File: config.mk
export PLATFORM = sky130hd
export DESIGN_NAME = prl_front
export DESIGN_NICKNAME = d
export VERILOG_FILES = /design/src/hdl/prl_pkg.sv /design/src/hdl/prl_front.sv
export SDC_FILE = /design/constraint.sdc
export NUM_CORES = 1
export LEC_CHECK = 0
export ABC_AREA = 1
export ABC_CLOCK_PERIOD_IN_PS = 2100
export BUFFER_PORTS_ARGS = -buffer_cell sky130_fd_sc_hd__buf_2
export CORE_AREA = 5 5 92 94
export DETAILED_ROUTE_END_ITERATION = 10
export DIE_AREA = 0 0 97 99
export HOLD_SLACK_MARGIN = 0.12
export MAX_ROUTING_LAYER = met4
export PLACE_DENSITY = 0.74
export SLEW_MARGIN = 10
export SYNTH_ARGS = -nofsm -noshare
export SYNTH_HDL_FRONTEND = slang
export SYNTH_SLANG_ARGS = --single-unit
File: constraint.sdc
create_clock -name clk -period 2.1 [get_ports clk]
set_input_delay 0.105 -clock clk [delete_from_list [all_inputs] [get_ports clk]]
set_output_delay 0.105 -clock clk [all_outputs]
set_load 0.1 [all_outputs]
File: src/hdl/prl_pkg.sv
// Shared types, codes and sizes for the positional record list unit.
package prl_pkg;

    // Field widths fixed by the interface
    localparam int REQ_W    = 3;
    localparam int POS_W    = 7;
    localparam int ID_W     = 32;
    localparam int NAME_W   = 64;
    localparam int MARK_W   = 8;
    localparam int STATUS_W = 2;

    // Default list depth (range 2..127, bounded by the position width)
    localparam int DEPTH_DEF = 64;

    // Command queue between front and back
    localparam int QUEUE_DEPTH = 2;

    // Request codes
    localparam logic [REQ_W-1:0] REQ_CLEAR     = 3'd0;
    localparam logic [REQ_W-1:0] REQ_INSERT    = 3'd1;
    localparam logic [REQ_W-1:0] REQ_DELETE    = 3'd2;
    localparam logic [REQ_W-1:0] REQ_FIND_ID   = 3'd3;
    localparam logic [REQ_W-1:0] REQ_FIND_NAME = 3'd4;
    localparam logic [REQ_W-1:0] REQ_FIND_MARK = 3'd5;

    // Result status codes
    localparam logic [STATUS_W-1:0] ST_OK        = 2'd0;
    localparam logic [STATUS_W-1:0] ST_NOT_FOUND = 2'd1;
    localparam logic [STATUS_W-1:0] ST_FULL      = 2'd2;
    localparam logic [STATUS_W-1:0] ST_BAD_POS   = 2'd3;

    // Classified command kinds
    typedef enum logic [2:0] {
        CMD_CLEAR,
        CMD_INSERT,
        CMD_DELETE,
        CMD_FIND_ID,
        CMD_FIND_NAME,
        CMD_FIND_MARK,
        CMD_REJECT
    } cmd_kind_t;

    // One stored record
    typedef struct packed {
        logic signed [ID_W-1:0] id;
        logic [NAME_W-1:0]      name;
        logic [MARK_W-1:0]      mark;
    } rec_t;

    // Command handed from front to back; count is the list length before it
    typedef struct packed {
        cmd_kind_t           kind;
        logic [STATUS_W-1:0] status;
        logic [POS_W-1:0]    pos;
        logic [POS_W-1:0]    count;
        rec_t                rec;
    } cmd_t;

endpackage

File: src/hdl/prl_front.sv
// Front end: accepts request items, checks them against a shadow length, builds commands.
module prl_front import prl_pkg::*; #(
    parameter int DEPTH = DEPTH_DEF
) (
    input  logic                     clk,
    input  logic                     rst_n,
    input  logic                     req_valid,
    output logic                     req_stall,
    input  logic [REQ_W-1:0]         req_type,
    input  logic [POS_W-1:0]         position,
    input  logic signed [ID_W-1:0]   student_id,
    input  logic [NAME_W-1:0]        student_name,
    input  logic [MARK_W-1:0]        student_mark,
    input  logic                     q_full,
    output logic                     push,
    output cmd_t                     cmd
);

    // List length as it will be once every queued command has run
    logic [POS_W-1:0] count_reg;
    logic [POS_W-1:0] count_next;

    logic             accept;
    logic             code_ok;
    logic [POS_W:0]   cnt_x;
    logic [POS_W:0]   pos_x;
    logic             list_full;
    logic             ins_bad;
    logic             del_bad;

    assign req_stall = q_full;
    assign accept    = req_valid && !q_full;
    assign push      = accept && code_ok;

    assign cnt_x     = {1'b0, count_reg};
    assign pos_x     = {1'b0, position};
    assign list_full = cnt_x >= (POS_W+1)'(DEPTH);
    assign ins_bad   = (position == '0) || (pos_x > cnt_x + (POS_W+1)'(1));
    assign del_bad   = (position == '0) || (pos_x > cnt_x);

    // Classify the request
    always_comb
    begin
        code_ok        = 1'b1;
        count_next     = count_reg;
        cmd.kind       = CMD_REJECT;
        cmd.status     = ST_OK;
        cmd.pos        = position;
        cmd.count      = count_reg;
        cmd.rec.id     = student_id;
        cmd.rec.name   = student_name;
        cmd.rec.mark   = student_mark;
        unique case (req_type)
            REQ_CLEAR:
            begin
                cmd.kind   = CMD_CLEAR;
                count_next = '0;
            end
            REQ_INSERT:
            begin
                if (list_full)
                begin
                    cmd.status = ST_FULL;
                end
                else if (ins_bad)
                begin
                    cmd.status = ST_BAD_POS;
                end
                else
                begin
                    cmd.kind   = CMD_INSERT;
                    count_next = count_reg + POS_W'(1);
                end
            end
            REQ_DELETE:
            begin
                if (del_bad)
                begin
                    cmd.status = ST_BAD_POS;
                end
                else
                begin
                    cmd.kind   = CMD_DELETE;
                    count_next = count_reg - POS_W'(1);
                end
            end
            REQ_FIND_ID:   cmd.kind = CMD_FIND_ID;
            REQ_FIND_NAME: cmd.kind = CMD_FIND_NAME;
            REQ_FIND_MARK: cmd.kind = CMD_FIND_MARK;
            default:       code_ok  = 1'b0;
        endcase
    end

    // Shadow length
    always_ff @(posedge clk or negedge rst_n)
    begin
        if (!rst_n)
        begin
            count_reg <= '0;
        end
        else if (push)
        begin
            count_reg <= count_next;
        end
    end

endmodule

==> impl_table.tex, run 1 <==
\begin{tabular}{lr}
\hline
Metric & Value \\
\hline
\multicolumn{2}{l}{\textbf{Outcome}} \\
Violated checks & negative setup slack \\
Run status & finished with violations \\
\multicolumn{2}{l}{\textbf{Flow run}} \\
Number of max-cap violations & 0 \\
\multicolumn{2}{l}{\textbf{STA}} \\
Count of endpoints failing setup in the final report & 12 \\
Worst-case setup margin in the final layout & -0.528 ns \\
Fin crit period & 2.63 ns \\
Final period util & 125\% \\
Highest attainable clock frequency & 381 MHz \\
Headroom to the max-slew limit & 66.3\% \\
Measured slew at the worst slew-check pin & 0.509 ns \\
Number of pins with negative max-slew slack in the final report & 0 \\
Clock Skews & 0.000408 ns \\
Worst hold slack across all endpoints & 0.210 ns \\
Unrepaired setup endpoints after global routing & true \\
Total count of hold-check failures in the final report & 0 \\
\multicolumn{2}{l}{\textbf{Synthesis}} \\
Number of flops mapped to enable cells by yosys & 0 \\
Cell type with the largest total area after synthesis & buf\_4 \\
Sequential element share of the synthesized area & 8.65\% \\
Syn Inst Count & 290 \\
Asr flop ratio synth & 100\% \\
Share of the synthesized area in the top cell type & 41.5\% \\
Number of distinct library cells after synthesis & 26 \\
Leading cell types by total area after synthesis & buf\_4 42\%, ha\_1 13\%, nand2\_1 9.1\%, dfrtp\_1 8.6\%, inv\_1 4.4\% \\
Top FF cell, synth & dfrtp\_1 \\
Mean Syn Cell Area & 6.99 sq um \\
Post-synthesis register bit count & 7 \\
Synthesis Warnings & 0 \\
Cell Area, Synth & 2030 sq um \\
Net count of the mapped netlist & 430 \\
\multicolumn{2}{l}{\textbf{Route}} \\
Remaining antenna violation count & 0 \\
Average detailed-routed wire length per instance & 13.3 um \\
Total wirelength of the detailed-routed design & 4550 um \\
First-pass iteration count of the detailed router & 4 \\
Violation count after the first detailed-route iteration & 25 \\
Drt via density & 4.33 \\
DRC violation count after routing & 0 \\
Via count & 1481 \\
\multicolumn{2}{l}{\textbf{Worst setup path}} \\
Cells along the critical path & ha\_4 > nand2\_4 > nor2\_4 > buf\_4 > xor2\_1 > ha\_1 > nand3\_2 > a21oi\_2 > nand2\_2 > nand2\_4 > nand3\_4 > buf\_6 > o22ai\_4 > buf\_12 \\
Endpoint type of the worst setup path & output pin \\
Worst path required time & 2.00 ns \\
Critical-path maximum fanout & 4 \\
Cell type with the highest occurrence count on the critical path & nand2\_4 \\
Number of buffer and inverter stages on the critical path & 3 \\
Crit-path slowest cell & dfrtp\_4 \\
Top cell family by delay on the critical path & flip-flops \\
CP Launch Type & register \\
Classification of the worst setup path & register to output pin \\
Arrival time of data at the critical path endpoint & 2.52 ns \\
Max stage delay on crit path & 0.50 ns \\
\multicolumn{2}{l}{\textbf{Power}} \\
Total power density per cell area & 474 nW/um\^{}2 \\
Maximum VDD drop & 147 uV \\
Static Leak & 0.955 nW \\
Final Total Pwr & 942 uW \\
\multicolumn{2}{l}{\textbf{CTS}} \\
Clock Path Buffers & 2 \\
Clock tree from TritonCTS & done \\
Register clock-pin slew on the reported worst setup and hold paths & 0.04 ns \\
Clock Tree Root & clkbuf\_8 \\
Skew-Pair Late Insertion Delay & 0.23 ns \\
CTS H-tree depth & 1 \\
CTS Sinks & 7 \\
Number of buffers added by the clock tree synthesis step & 3 \\
\multicolumn{2}{l}{\textbf{Global route}} \\
Global-route total usage across every layer & 9.62\% \\
Number of global-route vias before repair & 1568 \\
Maximum number of pins on one net before global-route repair & 8 \\
Residual overflow from global routing & 0 \\
Antenna violations before repair & 0 \\
First-pass GRT wire length & 7400 um \\
\multicolumn{2}{l}{\textbf{Floorplanning}} \\
Height of the die & 99 um \\
Core area & 7570 sq um \\
DIE AREA & 9600 sq um \\
Ports placed on the boundary & 243 \\
Initial core utilization & 26.8\% \\
Die Span X & 97 um \\
Site Rows & 32 \\
\multicolumn{2}{l}{\textbf{Finish}} \\
NumNets Final & 381 \\
Fraction of layout instances using a drive strength above 1 & 41.7\% \\
Area delta synth->final & -1.85\% \\
Cell Count, Final, Fillers Out & 342 \\
Diode count & 0 \\
Largest register FFs & 7 \\
FILL cells & 830 \\
Final core area utilization & 26.3\% \\
\multicolumn{2}{l}{\textbf{Place}} \\
HPWL after DPL & 3910 um \\
Quantity of I/O buffers inserted on ports & 34 \\
Pre-CTS setup slack & -0.425 ns \\
Number of cells in the design after placement & 333 \\
Final RePlAce weighted congestion & 0.870 \\
\multicolumn{2}{l}{\textbf{Worst hold path}} \\
Class of the most critical hold timing path & input port to output pin \\
\hline
\end{tabular}
==> cells in the final DEF, fill, tap and decap left out, types with 4 or more instances in the layout <==
master   count
xor2_1       5
buf_12       5
nand2_1     43
nor3_1       5
nand2_2      5
nand3_2     10
dfrtp_2      5
ha_1        20
xnor2_1      4
inv_1       24
buf_4       21
o21ai_0      4
nand3_1      5
a21oi_1      8
nor2_1      13
buf_2       29
==> layout make-up <==
class | count | area, sq um | area share [%]
inverters | 25 | 93.8 | 4.72
clock buffers | 4 | 45.0 | 2.27
well taps | 102 | 128 | 6.42
multi-input cells | 145 | 1080 | 54.4
repair buffers | 59 | 450 | 22.7
flip-flops and latches | 7 | 189 | 9.50
==> where the power goes <==
group          switching (mW)  leakage [nW]  internal, mW  total (mW)
Clock                  0.0555        0.0228         0.131       0.187
Combinational           0.403         0.848         0.183       0.586
Sequential             0.0180        0.0845         0.152       0.170
==> per-stage QoR <==
| stage | setup TNS, ns | area (sq um) |
|---|---|---|
| 2_1_floorplan | -5.94 | 2170 |
| 3_3_place_gp | -3.34 | 1830 |
| 3_5_place_dp | -4.47 | 1830 |
| 4_1_cts | -4.43 | 1930 |
| 5_1_grt | -6.34 | 1990 |
| 6_report | -4.93 | 1990 |
==> cell families (layout without fill, tap and decap cells) <==
group,after synthesis,in the layout,share of synthesized area [%]
xor gates and xnor gates,9,9,3.89
AOI/OAI and AO/OA,19,19,5.99
buffers and inverters,138,88,46.7
DFF,7,7,8.65
and+or+nand+nor,95,95,20.8
adders and majority gates,22,22,14.0
==> repair_timing <==
item | CTS | global route
setup endpoints to repair | 12 | 12
gates resized for setup | 5 | 10
pin swaps | 5 | 5
buffers inserted | 2 | 2
hold endpoints to repair | 7 | 0
hold buffers | 1 | 0
==> per-layer routing <==
layer	GRT usage [%]	wire [um]	up-vias
li1	-	-	702
met1	8.99	1620	668
met2	16.2	2250	71
met3	3.40	434	40
met4	7.24	235	0
met5	-	0	-
==> Yosys cell counts (2+ instances only) <==
cell type and count:
a21oi_1 8, buf_4 112, dfrtp_1 7, ha_1 21, inv_1 24, nand2_1 49
nand2_2 5, nand3_1 16, nor2_1 15, nor2_4 2, nor3_1 5, o211ai_1 2
o21ai_0 4, xnor2_1 4, xor2_1 5
==> final timing paths <==
kind                                 to  slack, ns  depth (start not counted)            start
min in group asynchronous  count_reg[3]       0.25                          2            rst_n
hold reg to reg            count_reg[6]       0.56                          2     count_reg[6]
hold / removal                  cmd[16]       0.21                          0  student_name[8]
setup / recovery               cmd[120]      -0.53                         14     count_reg[0]
setup reg to reg           count_reg[3]      -0.37                         17     count_reg[0]
max in group asynchronous  count_reg[1]       1.67                          2            rst_n
(Power assumes the default switching activity.)
==> run 2, diff against run 1 <==
- ABC_AREA: 1 -> 0
- ABC_CLOCK_PERIOD_IN_PS: 2100 -> 3250
- PLACE_DENSITY: 0.74 -> 0.7
- clock period: 2.1 -> 3.25 ns (I/O delays scaled with it)
==> run 2 against run 1 <==
  * The run now ends clean
  * Clock-buffer cell count unchanged
  * Register-to-register slack better by 0.69 ns
  * Synthesized area down 4.3%
  * Clock skew about the same
  * Routed wire length up 10%
  * Critical path depth down 2
  * Sequential cell count unchanged
  * Synthesized cell count down 19%
  * Via count down 16%
  * Final cell count down 22%
  * First-iteration DRC count up 140%
  * Critical path type unchanged
  * Highest routed layer unchanged
==> impl_table.tex, run 2 <==
\begin{tabular}{lr}
\hline
Metric & Value \\
\hline
\multicolumn{2}{l}{\textbf{Synthesis}} \\
Number of distinct library cells after synthesis & 39 (+50\%) \\
Synthesis Warnings & 0 (unchanged) \\
Cell type with the largest total area after synthesis & buf\_4 \\
Net count of the mapped netlist & 375 (-13\%) \\
Leading cell type by number of instances after synthesis & buf\_4 \\
Post-synthesis register bit count & 7 (unchanged) \\
Syn Inst Count & 235 (-19\%) \\
Share of the synthesized area in the top cell type & 43.4\% (+1.8 points) \\
Mean Syn Cell Area & 8.25 sq um (+18\%) \\
Cell types with the highest counts after synthesis & 112 x buf\_4, 21 x ha\_1, 9 x inv\_1 \\
Leading cell types by total area after synthesis & buf\_4 43\%, ha\_1 14\%, dfrtp\_1 9.0\%, a211oi\_1 2.7\%, mux2\_4 2.3\% \\
Sequential element share of the synthesized area & 9.03\% (+0.38 points) \\
Cell Area, Synth & 1940 sq um (-4.3\%) \\
Number of flops mapped to enable cells by yosys & 0 (unchanged) \\
Asr flop ratio synth & 100\% (unchanged) \\
Top FF cell, synth & dfrtp\_1 \\
\multicolumn{2}{l}{\textbf{Route}} \\
Violation count after the first detailed-route iteration & 59 (+140\%) \\
First-pass iteration count of the detailed router & 4 (unchanged) \\
DRC violation count after routing & 0 (unchanged) \\
Total wirelength of the detailed-routed design & 5000 um (+10\%) \\
Drt via density & 4.66 (+7.7\%) \\
Average detailed-routed wire length per instance & 18.7 um (+41\%) \\
Remaining antenna violation count & 0 (unchanged) \\
Via count & 1245 (-16\%) \\
\multicolumn{2}{l}{\textbf{Floorplanning}} \\
Die Span X & 97 um (unchanged) \\
Ports placed on the boundary & 243 (unchanged) \\
Height of the die & 99 um (unchanged) \\
DIE AREA & 9600 sq um (unchanged) \\
Core area & 7570 sq um (unchanged) \\
Site Rows & 32 (unchanged) \\
Initial core utilization & 25.6\% (-1.1 points) \\
\multicolumn{2}{l}{\textbf{Place}} \\
Quantity of I/O buffers inserted on ports & 34 (unchanged) \\
HPWL after DPL & 4350 um (+11\%) \\
Post-placement cell area & 1510 sq um (-18\%) \\
Final RePlAce weighted congestion & 0.826 (-5.1\%) \\
\multicolumn{2}{l}{\textbf{Global route}} \\
Antenna violations before repair & 0 (unchanged) \\
First-pass GRT wire length & 7180 um (-2.9\%) \\
Residual overflow from global routing & 0 (unchanged) \\
Global-route total usage across every layer & 9.89\% (+0.27 points) \\
Number of global-route vias before repair & 1214 (-23\%) \\
Maximum number of pins on one net before global-route repair & 14 (+6) \\
\multicolumn{2}{l}{\textbf{Worst setup path}} \\
CP Launch Type & register \\
Critical-path maximum fanout & 5 (+1) \\
Crit-path slowest cell & dfrtp\_4 \\
Worst path required time & 3.09 ns (+1.09 ns) \\
Cells along the critical path & ha\_4 > and3\_4 > nand3\_2 > xnor2\_2 > ha\_4 > and3\_4 > a221oi\_4 > a32oi\_2 > o31ai\_4 > nand2\_4 > or2\_4 > buf\_6 \\
Classification of the worst setup path & register to output pin \\
Arrival time of data at the critical path endpoint & 2.98 ns (+0.46 ns) \\
Max stage delay on crit path & 0.44 ns (-0.06 ns) \\
Endpoint type of the worst setup path & output pin \\
\multicolumn{2}{l}{\textbf{CTS}} \\
CTS Sinks & 7 (unchanged) \\
Number of buffers added by the clock tree synthesis step & 3 (unchanged) \\
Skew-Pair Late Insertion Delay & 0.22 ns (about the same) \\
CTS H-tree depth & 1 (unchanged) \\
Clock Path Buffers & 2 (unchanged) \\
Register clock-pin slew on the reported worst setup and hold paths & 0.04 ns (about the same) \\
Clock tree from TritonCTS & done \\
Clock Tree Root & clkbuf\_8 \\
\multicolumn{2}{l}{\textbf{STA}} \\
Total count of hold-check failures in the final report & 0 (unchanged) \\
Final setup TNS & 0 ns (+4.93 ns) \\
Count of endpoints failing setup in the final report & 0 (-12) \\
Highest attainable clock frequency & 318 MHz \\
Measured slew at the worst slew-check pin & 0.504 ns (-0.00483 ns) \\
Headroom to the max-slew limit & 66.6\% (+0.32 points) \\
Number of pins with negative max-slew slack in the final report & 0 (unchanged) \\
Final period util & 96.7\% \\
Clock Skews & 0.000252 ns (-0.000156 ns) \\
Fin crit period & 3.14 ns \\
\multicolumn{2}{l}{\textbf{Finish}} \\
Most frequent standard cell in the layout excluding fill and tap cells & buf\_2 \\
NumNets Final & 306 (-20\%) \\
Commonest cells after routing, fill and taps aside & 32 x buf\_2, 19 x ha\_1, 9 x inv\_1 \\
Area delta synth->final & -16.6\% \\
Diode count & 0 (unchanged) \\
Largest register FFs & 7 (unchanged) \\
Cell area after layout & 1620 sq um (-19\%) \\
Fraction of layout instances using a drive strength above 1 & 41.2\% (-0.45 points) \\
\multicolumn{2}{l}{\textbf{Worst hold path}} \\
Class of the most critical hold timing path & input port to async pin \\
\multicolumn{2}{l}{\textbf{Outcome}} \\
Run status & complete, no violations \\
\multicolumn{2}{l}{\textbf{Flow run}} \\
Number of max-cap violations & 0 (unchanged) \\
\multicolumn{2}{l}{\textbf{Power}} \\
Total power density per cell area & 542 nW/um\^{}2 (+14\%) \\
Static Leak & 0.719 nW (-25\%) \\
Final Total Pwr & 877 uW (-7.0\%) \\
Maximum VDD drop & 135 uV (-8.1\%) \\
\hline
\end{tabular}
run 2: layer usage:
layer,GRT usage (%),wire (um)
met5,-,0
met4,6.59,254
met2,17.6,2650
met3,5.59,778
met1,7.63,1320
run 2: critical path: cells and delay by family, from the launching register on:
family,cells,cell delay [ns]
AO/OA/AOI/OAI,3,0.78
AND/OR/NAND/NOR,5,0.76
flip-flops,1,0.44
adder cells (fa/ha/maj),2,0.38
XOR/XNOR,1,0.21
buffers and inverters,1,0.18
run 2: through the flow:
stage / hold WS, ns / cells / util, % / worst slack, ns
2_1_floorplan: -0.133 / 235 / - / -0.0363
3_5_place_dp: 0.00890 / 260 / 19.9 / 0.275
5_1_grt: 0.325 / 267 / 21.4 / -0.0166
3_3_place_gp: 0.00288 / 260 / 19.9 / 0.321
6_report: 0.312 / 267 / 21.4 / 0.107
4_1_cts: 0.326 / 265 / 20.7 / 0.0289
run 2: repair_timing:
action                                  4_1_cts  5_1_grt
hold endpoints to repair                      7        0
resized for setup                             0        6
hold buffers                                  1        0
endpoints found under the setup margin        0        2
buffers inserted                              0        2
run 2: cells by family (layout without fill, tap and decap cells):
kind of cell / after synthesis / count (layout) / synth area share [%]
multiplexers: 7 / 7 / 4.39
AND/OR/NAND/NOR: 35 / 35 / 11.0
flip-flops: 7 / 7 / 9.03
AO/OA/AOI/OAI: 35 / 35 / 12.5
adder cells (fa/ha/maj): 22 / 22 / 14.6
XOR/XNOR: 7 / 7 / 3.16
buffers and inverters: 122 / 52 / 45.3
run 2: cell type report:
type / count / area [sq um]
Clock buffer: 4 / 45.0
Fill cell: 842 / 5950
Inverter: 9 / 33.8
Multi-Input combinational cell: 106 / 990
Sequential cell: 7 / 189
Tap cell: 102 / 128
Timing Repair Buffer: 39 / 231
run 2: path summary, 6_finish.rpt:
kind,start,end,slack [ns],cells past startpoint
hold / removal,rst_n,count_reg[1],0.31,2
hold reg to reg,count_reg[3],count_reg[3],0.60,1
max in group asynchronous,rst_n,count_reg[0],2.76,2
setup reg to reg,count_reg[1],count_reg[3],0.32,11
min in group clk,student_name[50],cmd[58],0.33,0
setup / recovery,count_reg[1],cmd[122],0.11,12
run 2: report_power, final:
group	internal (mW)	switching [mW]
registers	0.114	0.0376
logic	0.180	0.427
clock network	0.0846	0.0344
total	0.378	0.499
==> run 3, diff against run 2 <==
- CAP_MARGIN: default -> 0
- PLACE_DENSITY: 0.7 -> 0.78
==> run 3 against run 2 <==
  * Sequential cell count stayed put
  * Clock-buffer cell count stayed put
  * Worst setup slack better by 0.030 ns
  * Non-clock buffer count is 1 lower
  * Utilization is 0.50 points lower
  * Highest routed layer unchanged
==> impl_table.tex, run 3 (synthesis results as in run 2) <==
\begin{tabular}{lr}
\hline
Metric & Value \\
\hline
\multicolumn{2}{l}{\textbf{Flow run}} \\
Number of max-cap violations & 0 (unchanged) \\
\multicolumn{2}{l}{\textbf{Global route}} \\
Global-route track usage on met2 & 18.7\% (+1.2 points) \\
Antenna violations before repair & 0 (unchanged) \\
Met3 global-route usage & 4.39\% (-1.2 points) \\
Residual overflow from global routing & 0 (unchanged) \\
Maximum number of pins on one net before global-route repair & 10 (-4) \\
First-pass GRT wire length & 7290 um (+1.5\%) \\
Global-route total usage across every layer & 9.86\% (-0.030 points) \\
Number of global-route vias before repair & 1279 (+5.4\%) \\
Most Crowded Layer GR & met2 \\
Met1 Use GR & 7.29\% (-0.34 points) \\
\multicolumn{2}{l}{\textbf{Finish}} \\
Most frequent standard cell in the layout excluding fill and tap cells & buf\_2 \\
Diode count & 0 (unchanged) \\
Final core area utilization & 20.9\% (-0.50 points) \\
Largest register FFs & 7 (unchanged) \\
NumNets Final & 305 (-0.33\%) \\
Fraction of layout instances using a drive strength above 1 & 39.6\% (-1.6 points) \\
Area delta synth->final & -18.6\% \\
Commonest cells after routing, fill and taps aside & 30 x buf\_2, 20 x ha\_1, 9 x inv\_1 \\
\multicolumn{2}{l}{\textbf{CTS}} \\
Register clock-pin slew on the reported worst setup and hold paths & 0.04 ns (about the same) \\
CTS Sinks & 7 (unchanged) \\
Number of buffers added by the clock tree synthesis step & 3 (unchanged) \\
Skew-Pair Late Insertion Delay & 0.23 ns (about the same) \\
Clock Tree Root & clkbuf\_8 \\
Clock Path Buffers & 2 (unchanged) \\
CTS H-tree depth & 1 (unchanged) \\
Clock tree from TritonCTS & done \\
\multicolumn{2}{l}{\textbf{Worst setup path}} \\
Classification of the worst setup path & register to output pin \\
Worst path required time & 3.09 ns (about the same) \\
Arrival time of data at the critical path endpoint & 2.95 ns (-0.03 ns) \\
CP Launch Type & register \\
Endpoint type of the worst setup path & output pin \\
Critical-path maximum fanout & 9 (+4) \\
\multicolumn{2}{l}{\textbf{STA}} \\
Total count of hold-check failures in the final report & 0 (unchanged) \\
Worst-case setup margin in the final layout & 0.137 ns (+0.0303 ns) \\
Measured slew at the worst slew-check pin & 1.01 ns (+0.503 ns) \\
Final period util & 95.8\% (-0.93 points) \\
Fin crit period & 3.11 ns (-0.0303 ns) \\
Unrepaired setup endpoints after global routing & false \\
Final setup TNS & 0 ns (unchanged) \\
Clock Skews & 0.000647 ns (+0.000396 ns) \\
Worst hold slack across all endpoints & 0.317 ns (+0.00494 ns) \\
Number of pins with negative max-slew slack in the final report & 0 (unchanged) \\
Headroom to the max-slew limit & 32.3\% (-34 points) \\
Count of endpoints failing setup in the final report & 0 (unchanged) \\
Highest attainable clock frequency & 321 MHz (+0.97\%) \\
\multicolumn{2}{l}{\textbf{Power}} \\
Switching pwr & 493 uW (-1.1\%) \\
Relative contribution of the clock network to total power & 14.3\% (+0.7 points) \\
Final Total Pwr & 852 uW (-2.8\%) \\
Sequential Power Share & 18.4\% (+1.2 points) \\
Maximum VDD drop & 114 uV (-15\%) \\
Static Leak & 0.706 nW (-1.9\%) \\
Share of total power consumed by net switching & 57.8\% (+0.97 points) \\
Total power density per cell area & 540 nW/um\^{}2 (-0.47\%) \\
Internal & 359 uW (-5.0\%) \\
Gate power share & 67.2\% (-2.0 points) \\
\multicolumn{2}{l}{\textbf{Outcome}} \\
Run status & complete, no violations \\
\multicolumn{2}{l}{\textbf{Floorplanning}} \\
DIE AREA & 9600 sq um (unchanged) \\
Die Span X & 97 um (unchanged) \\
Core area & 7570 sq um (unchanged) \\
Site Rows & 32 (unchanged) \\
Height of the die & 99 um (unchanged) \\
Ports placed on the boundary & 243 (unchanged) \\
Initial core utilization & 25.6\% (unchanged) \\
\multicolumn{2}{l}{\textbf{Place}} \\
Quantity of I/O buffers inserted on ports & 34 (unchanged) \\
Pre-CTS setup slack & 0.231 ns (-0.0444 ns) \\
HPWL after DPL & 4180 um (-4.0\%) \\
Final RePlAce weighted congestion & 0.835 (+1.1\%) \\
\multicolumn{2}{l}{\textbf{Route}} \\
First-pass iteration count of the detailed router & 4 (unchanged) \\
DRC violation count after routing & 0 (unchanged) \\
Drt via density & 4.68 (+0.30\%) \\
Average detailed-routed wire length per instance & 18.0 um (-3.9\%) \\
Violation count after the first detailed-route iteration & 29 (-51\%) \\
Via count & 1244 (-0.080\%) \\
Remaining antenna violation count & 0 (unchanged) \\
Total wirelength of the detailed-routed design & 4790 um (-4.2\%) \\
\multicolumn{2}{l}{\textbf{Worst hold path}} \\
Class of the most critical hold timing path & input port to async pin \\
\hline
\end{tabular}
## run 3: cell types whose count changed in the layout (fill, tap and decap cells not counted), sizes merged
cell,previous run,this run
clkbuf,4,6
buf,38,35
## run 3: path summary, 6_finish.rpt
kind	from	to	slack, ns	depth (start not counted)
setup / recovery	count_reg[0]	cmd[122]	0.14	12
hold / removal	rst_n	count_reg[1]	0.32	2
setup reg to reg	count_reg[0]	count_reg[5]	0.27	12
hold reg to reg	count_reg[3]	count_reg[3]	0.58	1
max in group asynchronous	rst_n	count_reg[0]	2.76	2
min in group clk	student_name[50]	cmd[58]	0.33	0
## run 3: power by group through the flow
stage               sequential [mW]  clock, mW  combinational (mW)
floorplan                     0.289          0               0.925
global placement              0.157          0               0.553
detailed placement            0.160          0               0.565
CTS                           0.159      0.126               0.571
global route                  0.163      0.129               0.619
finish                        0.157      0.122               0.573
## run 3: repair_timing
| action | CTS | global route |
|---|---|---|
| resized for setup | 1 | 2 |
| pin swaps | 1 | 1 |
| hold buffers | 1 | 0 |
| setup buffers | 1 | 1 |
| setup endpoints to repair | 1 | 3 |
| endpoints found under the hold margin | 7 | 0 |
## run 3: per-stage QoR
| stage | instance area, sq um | std cells |
|---|---|---|
| 2_1_floorplan | 2030 | 235 |
| 3_3_place_gp | 1500 | 259 |
| 3_5_place_dp | 1500 | 259 |
| 4_1_cts | 1570 | 265 |
| 5_1_grt | 1580 | 266 |
| 6_report | 1580 | 266 |
## run 3: layout make-up
cell class	instances	area, sq um
Inverter	9	33.8
Timing Repair Buffer	38	225
Tap cell	102	128
Clock buffer	4	45.0
Fill cell	825	5990
Sequential cell	7	189
Multi-Input combinational cell	106	958
## run 3: critical path, stage by stage, from the launching register on
cell      delay (ns)
dfrtp_4         0.52
ha_4            0.18
and3_4          0.18
nand3_2         0.07
xnor2_1         0.07
ha_1            0.32
and3_4          0.17
a221oi_2        0.25
a32oi_2         0.13
o31ai_4         0.27
nand2_4         0.07
or2_4           0.27
buf_4           0.23
## run 3: layer usage
metal  vias to the layer above  wire length, um
li1                        550                -
met1                       573             1370
met2                        93             2600
met3                        28              608
met4                         0              209
met5                         -                0
